--- src/hdl/bpg_pkg.sv ---
// ----------------------------------------------------------------------------
// bpg_pkg
// shared types and constants of the bezier path point generator
// ----------------------------------------------------------------------------
package bpg_pkg;

    // defaults of the top level parameters
    localparam int DEF_MAX_POINTS = 64;
    localparam int DEF_COORD_BITS = 16;

    // configuration register widths and reset values
    localparam int NPTS_BITS = 7;
    localparam int FRAC_BITS = 17;
    localparam logic [NPTS_BITS-1:0] NPTS_RESET  = 7'd16;
    localparam logic [FRAC_BITS-1:0] FRAC1_RESET = 17'd16384;
    localparam logic [FRAC_BITS-1:0] FRAC2_RESET = 17'd49152;
    localparam logic [NPTS_BITS-1:0] NPTS_MIN    = 7'd2;

    // q1.16 fixed point
    localparam int Q_SHIFT = 16;
    localparam logic [FRAC_BITS-1:0] FRAC_ONE = 17'd65536;

    // bernstein weights are q.48, split in a high and a low part
    localparam int WEIGHT_BITS = 49;
    localparam int WSPLIT      = 24;

    // step divider: dividend 2^17, divisor 2*(n-1)
    localparam int DIV_BITS  = 18;
    localparam int DVSR_BITS = 7;

    // apb port
    localparam int ADDR_BITS     = 4;
    localparam int APB_DATA_BITS = 32;

    // register index codes (paddr[3:2])
    localparam logic [1:0] REG_POINTS = 2'd0;
    localparam logic [1:0] REG_FRAC1  = 2'd1;
    localparam logic [1:0] REG_FRAC2  = 2'd2;

    typedef enum logic [1:0] {
        SEQ_IDLE,
        SEQ_CTRL_MUL,
        SEQ_CTRL_TRUNC,
        SEQ_RUN
    } t_seq_state;

    // one curve parameter handed to the evaluation pipeline
    typedef struct packed {
        logic                 valid;
        logic                 last;
        logic [FRAC_BITS-1:0] t;
    } t_issue;

endpackage

--- src/hdl/bpg_step_div.sv ---
// ----------------------------------------------------------------------------
// bpg_step_div
// radix-2 restoring divider for the curve parameter step 2^17 / divisor
// ----------------------------------------------------------------------------
module bpg_step_div
    import bpg_pkg::*;
(
    input  logic                 i_clk,
    input  logic                 i_rst_n,
    input  logic                 i_start,
    input  logic [DVSR_BITS-1:0] i_divisor,
    output logic                 o_busy,
    output logic [FRAC_BITS-1:0] o_quotient,
    output logic [DVSR_BITS-1:0] o_remainder
);

    localparam int CNT_BITS = $clog2(DIV_BITS);
    localparam logic [DIV_BITS-1:0] DIVIDEND = DIV_BITS'(1) << (DIV_BITS - 1);

    logic                 r_busy;
    logic [CNT_BITS-1:0]  r_cnt;
    logic [DVSR_BITS-1:0] r_rem;
    logic [FRAC_BITS-1:0] r_quo;

    logic [DVSR_BITS:0]   w_trial;
    logic                 w_fit;
    logic [DVSR_BITS-1:0] n_rem;

    always_comb begin
        w_trial = {r_rem, DIVIDEND[r_cnt]};
        w_fit   = (w_trial >= {1'b0, i_divisor});
        if (w_fit) begin
            n_rem = DVSR_BITS'(w_trial - {1'b0, i_divisor});
        end else begin
            n_rem = DVSR_BITS'(w_trial);
        end
    end

    always_ff @(posedge i_clk) begin
        if (!i_rst_n || i_start) begin
            r_busy <= 1'b1;
            r_cnt  <= CNT_BITS'(DIV_BITS - 1);
            r_rem  <= '0;
            r_quo  <= '0;
        end else if (r_busy) begin
            r_rem <= n_rem;
            r_quo <= {r_quo[FRAC_BITS-2:0], w_fit};
            if (r_cnt == '0) begin
                r_busy <= 1'b0;
            end else begin
                r_cnt <= r_cnt - 1'b1;
            end
        end
    end

    assign o_busy      = r_busy;
    assign o_quotient  = r_quo;
    assign o_remainder = r_rem;

endmodule

--- config.mk ---
export PLATFORM = sky130hd
export DESIGN_NAME = bpg_step_div
export DESIGN_NICKNAME = d
export VERILOG_FILES = /design/src/hdl/bpg_pkg.sv /design/src/hdl/bpg_step_div.sv
export SDC_FILE = /design/constraint.sdc
export NUM_CORES = 1
export LEC_CHECK = 0
export ABC_AREA = 1
export BUFFER_PORTS_ARGS = -buffer_cell sky130_fd_sc_hd__buf_4
export CAP_MARGIN = 10
export CORE_MARGIN = 2
export CORE_UTILIZATION = 57
export CTS_CLUSTER_DIAMETER = 30
export DETAILED_ROUTE_END_ITERATION = 6
export PLACE_DENSITY_LB_ADDON = 0.25
export SLEW_MARGIN = 30
export SYNTH_ARGS = -nofsm -noshare
export SYNTH_HDL_FRONTEND = slang
export SYNTH_SLANG_ARGS = --single-unit
export TNS_END_PERCENT = 1
--- constraint.sdc ---
create_clock -name i_clk -period 4.33 [get_ports i_clk]
set_input_delay 0.866 -clock i_clk [delete_from_list [all_inputs] [get_ports i_clk]]
set_output_delay 0.866 -clock i_clk [all_outputs]
set_load 0.01 [all_outputs]
* Word-level counts from Yosys, hierarchy flattened
Memory sizes are Yosys's and may differ from the RTL's. A register that Yosys moved wholly into a read port is not among the register bits. Index checks and enable logic that the tools add are counted.
Storage, ports and cells: register bits 30, bits in read-only memories 32, input bits 10, output and inout bits 25, word-level logic and storage cells 20, memories 1
Operators by class: add/sub/neg operators 2, $lt $le $gt $ge 2, muxes and demuxes 6, bitwise logic cells 1, reductions and logical operators 4
Memory list:
- (name not given) | words 32, width 1, rd ports 1, clocked after memory_dff 1, write ports 0, RTL line bpg_step_div.sv:30 | w_trial = {r_rem, DIVIDEND[r_cnt]};
Operators with widths (count):
- $mux W5 | 2
- $ge A8 B7 Y1 | 1
- $mux W7 | 1
- $sub A7 B7 Y7 | 1
- $lt A5 B6 Y1 const B | 1
- $logic_not A5 Y1 | 1
- $sub A5 B1 Y5 const B | 1
- $mux W1 | 3
- $reduce_and A2 Y1 | 1
- $logic_not A1 Y1 | 1
- $logic_or A1 B1 Y1 | 1
- $not A1 Y1 | 1

* Logic depth before layout (Yosys ltp)
word-level depth 5, mapped depth 13, gate-level depth less buffers 13

* Least setup slack after synthesis
OpenSTA, ideal clock, no wires.
kind input -> register, from in i_divisor[0], to reg r_rem[5], in the netlist o_remainder[5], setup time 0.067 ns, arrival 2.175 ns, required time 4.263 ns, path slack 2.088 ns, stages on the path 11, path buffers 0, cells stage by stage ha_1 fa_1 inv_1 nand3_1 nand2_1 nand2_1 nand3_4 nand2_1 nand2_1 nand2_1 a21oi_2
On the way: longest elaborated chain between the ends 2, elaborated cells on any way between the ends 3, those cells by class add/sub (1); order compare (1); mux (1)
Ends and longest elaborated chain:
- from (decl) | RTL line bpg_step_div.sv:11 | input logic [DVSR_BITS-1:0] i_divisor,
- $sub A7 B7 Y7 / $ge A8 B7 Y1 (equally long branches) | RTL line bpg_step_div.sv:33, bpg_step_div.sv:31
- $mux W7 * | RTL line bpg_step_div.sv:32 | if (w_fit) begin
- to (signal assigned) | RTL line bpg_step_div.sv:46 | r_rem <= n_rem;
- to (decl) | RTL line bpg_step_div.sv:22 | logic [DVSR_BITS-1:0] r_rem;
Mark *: on every way between the ends. The rest lies on a longest branch, timed or not. A chain may end at the register's enable or synchronous reset.

* Final worst setup path
from reg r_busy, in the netlist o_busy, to out o_busy
RTL lines:
- from (decl) | RTL line bpg_step_div.sv:20 | logic r_busy;
- from (signal assigned) | RTL line bpg_step_div.sv:41 | r_busy <= 1'b1;
- from (signal assigned) | RTL line bpg_step_div.sv:49 | r_busy <= 1'b0;
- to (decl) | RTL line bpg_step_div.sv:12 | output logic o_busy,
No word-level cell between the ends.

==> impl_metrics.tcl <==
set metrics [dict create \
    crit_slowest_cell "dfxtp_1" \
    h-tree-depth 2 \
    synth_fp_nets 252 \
    crit_family "flip-flops" \
    initial_core_util_pct 59.6 \
    tightest_slew_ns 0.836 \
    seq_area_um2 621 \
    cp.required_ns 3.46 \
    path_cells "buf_4" \
    seq_area_frac_synth_pct 38.1 \
    syn_inst 232 \
    core_um2 2730 \
    clock_skew_ns 0.00707 \
    worst-path-buf-inv 1 \
    post_cts_buffers 0 \
    path_max_fanout 25 \
    dpl.hpwl_mm 2.19 \
    rsz0062_at_grt "no" \
    fmax_mhz 434 \
    ys_ff_latch 31 \
    power_mw 0.557 \
    fp.dieH_um 57.5 \
    hold_viol_final 0 \
    clk_pin_slew_ns 0.08 \
    yosysUniqueCellTypes 23 \
    nNetsFinal 280 \
    die-area_um2 3300 \
    drt_iter0_markers 68 \
    cts_tree "done" \
    period_needed_ns 2.31 \
    synth_area_um2 1630 \
    finalCritPeriodShare_pct 53.3 \
    gp_congestion 0.869 \
    postRouteWirelength_mm 2.96 \
    setup_viol 0 \
    cts_root_buf "clkbuf_4" \
    hold_path.class "flop to flop" \
    arrival_ns 1.44 \
    cts_buffer_depth 2 \
    report.final.slew_viol_count 0 \
    clk_latency_ns 0.33 \
    yosys_warnings 0 \
    hold_slack_ns 0.472 \
    port_buffers 34 \
    grt_pass1_vias 1252 \
    row_count 19 \
    ant_nets 0 \
    finalWorstSetupSlack_ns 2.02 \
    wl_per_cell_um 10.2 \
    gr-total-overflow 0 \
    power.density_nw_per_um2 291 \
    ir_worst_vdd_mv 0.279 \
    grtUsageTotal_pct 19.8 \
    ctsHoldBuffers 0 \
    synthToLayoutAreaGrowth_pct 17.7 \
    post_cts_resized 0 \
    die_w_um 57.5 \
    clock-sinks 31 \
    relSlewSlack_pct 44.2 \
    slowest_delay_ns 0.87 \
    antenna_cells 0 \
    multiInputGateArea_um2 810 \
    drt_pre_antenna_iters 4 \
    tns_ns 0 \
    end_kind "output pin" \
    drive_gt1_share_pct 18.4 \
    avgSynthCellArea_um2 7.02 \
    status "completed" \
    maxCapViolations 0 \
    grt_pass1_wl_mm 5.12 \
    final_common_cell "nand2_1" \
    grt_max_degree 26 \
    cts_buffers 5 \
    grt_antenna_before_repair 0 \
    post-place-ws_ns 1.81 \
    viasPerCell 4.82 \
    postLayoutCoreUtil_pct 70.1 \
    critPathLaunchType "flop" \
    fill_cells 233 \
    layout_common_cells "81 x nand2_1, 34 x buf_4, 32 x inv_1, 31 x dfxtp_1, 25 x a21oi_1" \
    vias 1408 \
    crit_type "flop to output pin" \
    leakagePower_nw 0.974 \
    route.detailed.drc 0 \
    io_pins 35 \
]
## power breakdown
part | internal (mW) | switching (mW)
Clock | 0.0954 | 0.0912
Combinational | 0.0324 | 0.0436
Sequential | 0.291 | 0.00434
## cell usage after synthesis, drive strengths merged
cell type | number | area (um2)
nand3 | 15 | 87.6
or2 | 1 | 6.26
nand4 | 2 | 12.5
clkbuf | 6 | 22.5
xnor2 | 1 | 8.76
a31oi | 1 | 21.3
nand2 | 81 | 304
inv | 33 | 124
a21oi | 27 | 143
o21ai | 2 | 10.0
fa | 1 | 20.0
ha | 9 | 113
buf | 7 | 52.6
dfxtp | 31 | 621
xor2 | 2 | 17.5
o21a | 1 | 7.51
nand3b | 1 | 7.51
nor2 | 11 | 51.3
## metrics by stage
step	cell area [um2]	std cells
floorplan	1630	232
global placement	1850	284
detailed placement	1850	284
CTS	1920	292
global route	1920	292
finish	1920	292
## cell families after synthesis
group,Yosys count,share of synthesized area [%]
compound gates,31,11.1
xor+xnor,3,1.61
fa+ha+maj,10,8.14
buf+inv,46,12.2
flops,31,38.1
simple gates,111,28.8
## path summary, 6_finish.rpt
kind	to	depth (start not counted)	from	slack, ns
worst max-delay path	o_busy	1	o_busy	2.02
worst min-delay path	o_quotient[16]	2	o_quotient[16]	0.47
worst max register to register	r_cnt[3]	6	o_busy	2.14
worst min register to register	o_quotient[16]	2	o_quotient[16]	0.47
## routing by layer
metal  vias up  wire [um]  GRT usage, %
met5         -          0             0
met4         0         35          6.98
met3         4        154          6.58
met2        28       1380          33.1
met1       602       1390          23.8
li1        774          -             -
## state kept, by name, indices dropped and copies added (netlist names)
register	count
o_remainder	7
o_quotient	17
w_trial	1
o_busy	1
r_cnt	5
## cell type report
cell class | count | area share [%]
Multi-Input combinational cell | 155 | 42.2
Sequential cell | 31 | 32.4
Timing Repair Buffer | 34 | 13.3
Inverter | 33 | 6.46
Clock buffer | 8 | 3.59
Tap cell | 31 | 2.02
(Power assumes the default switching activity.)
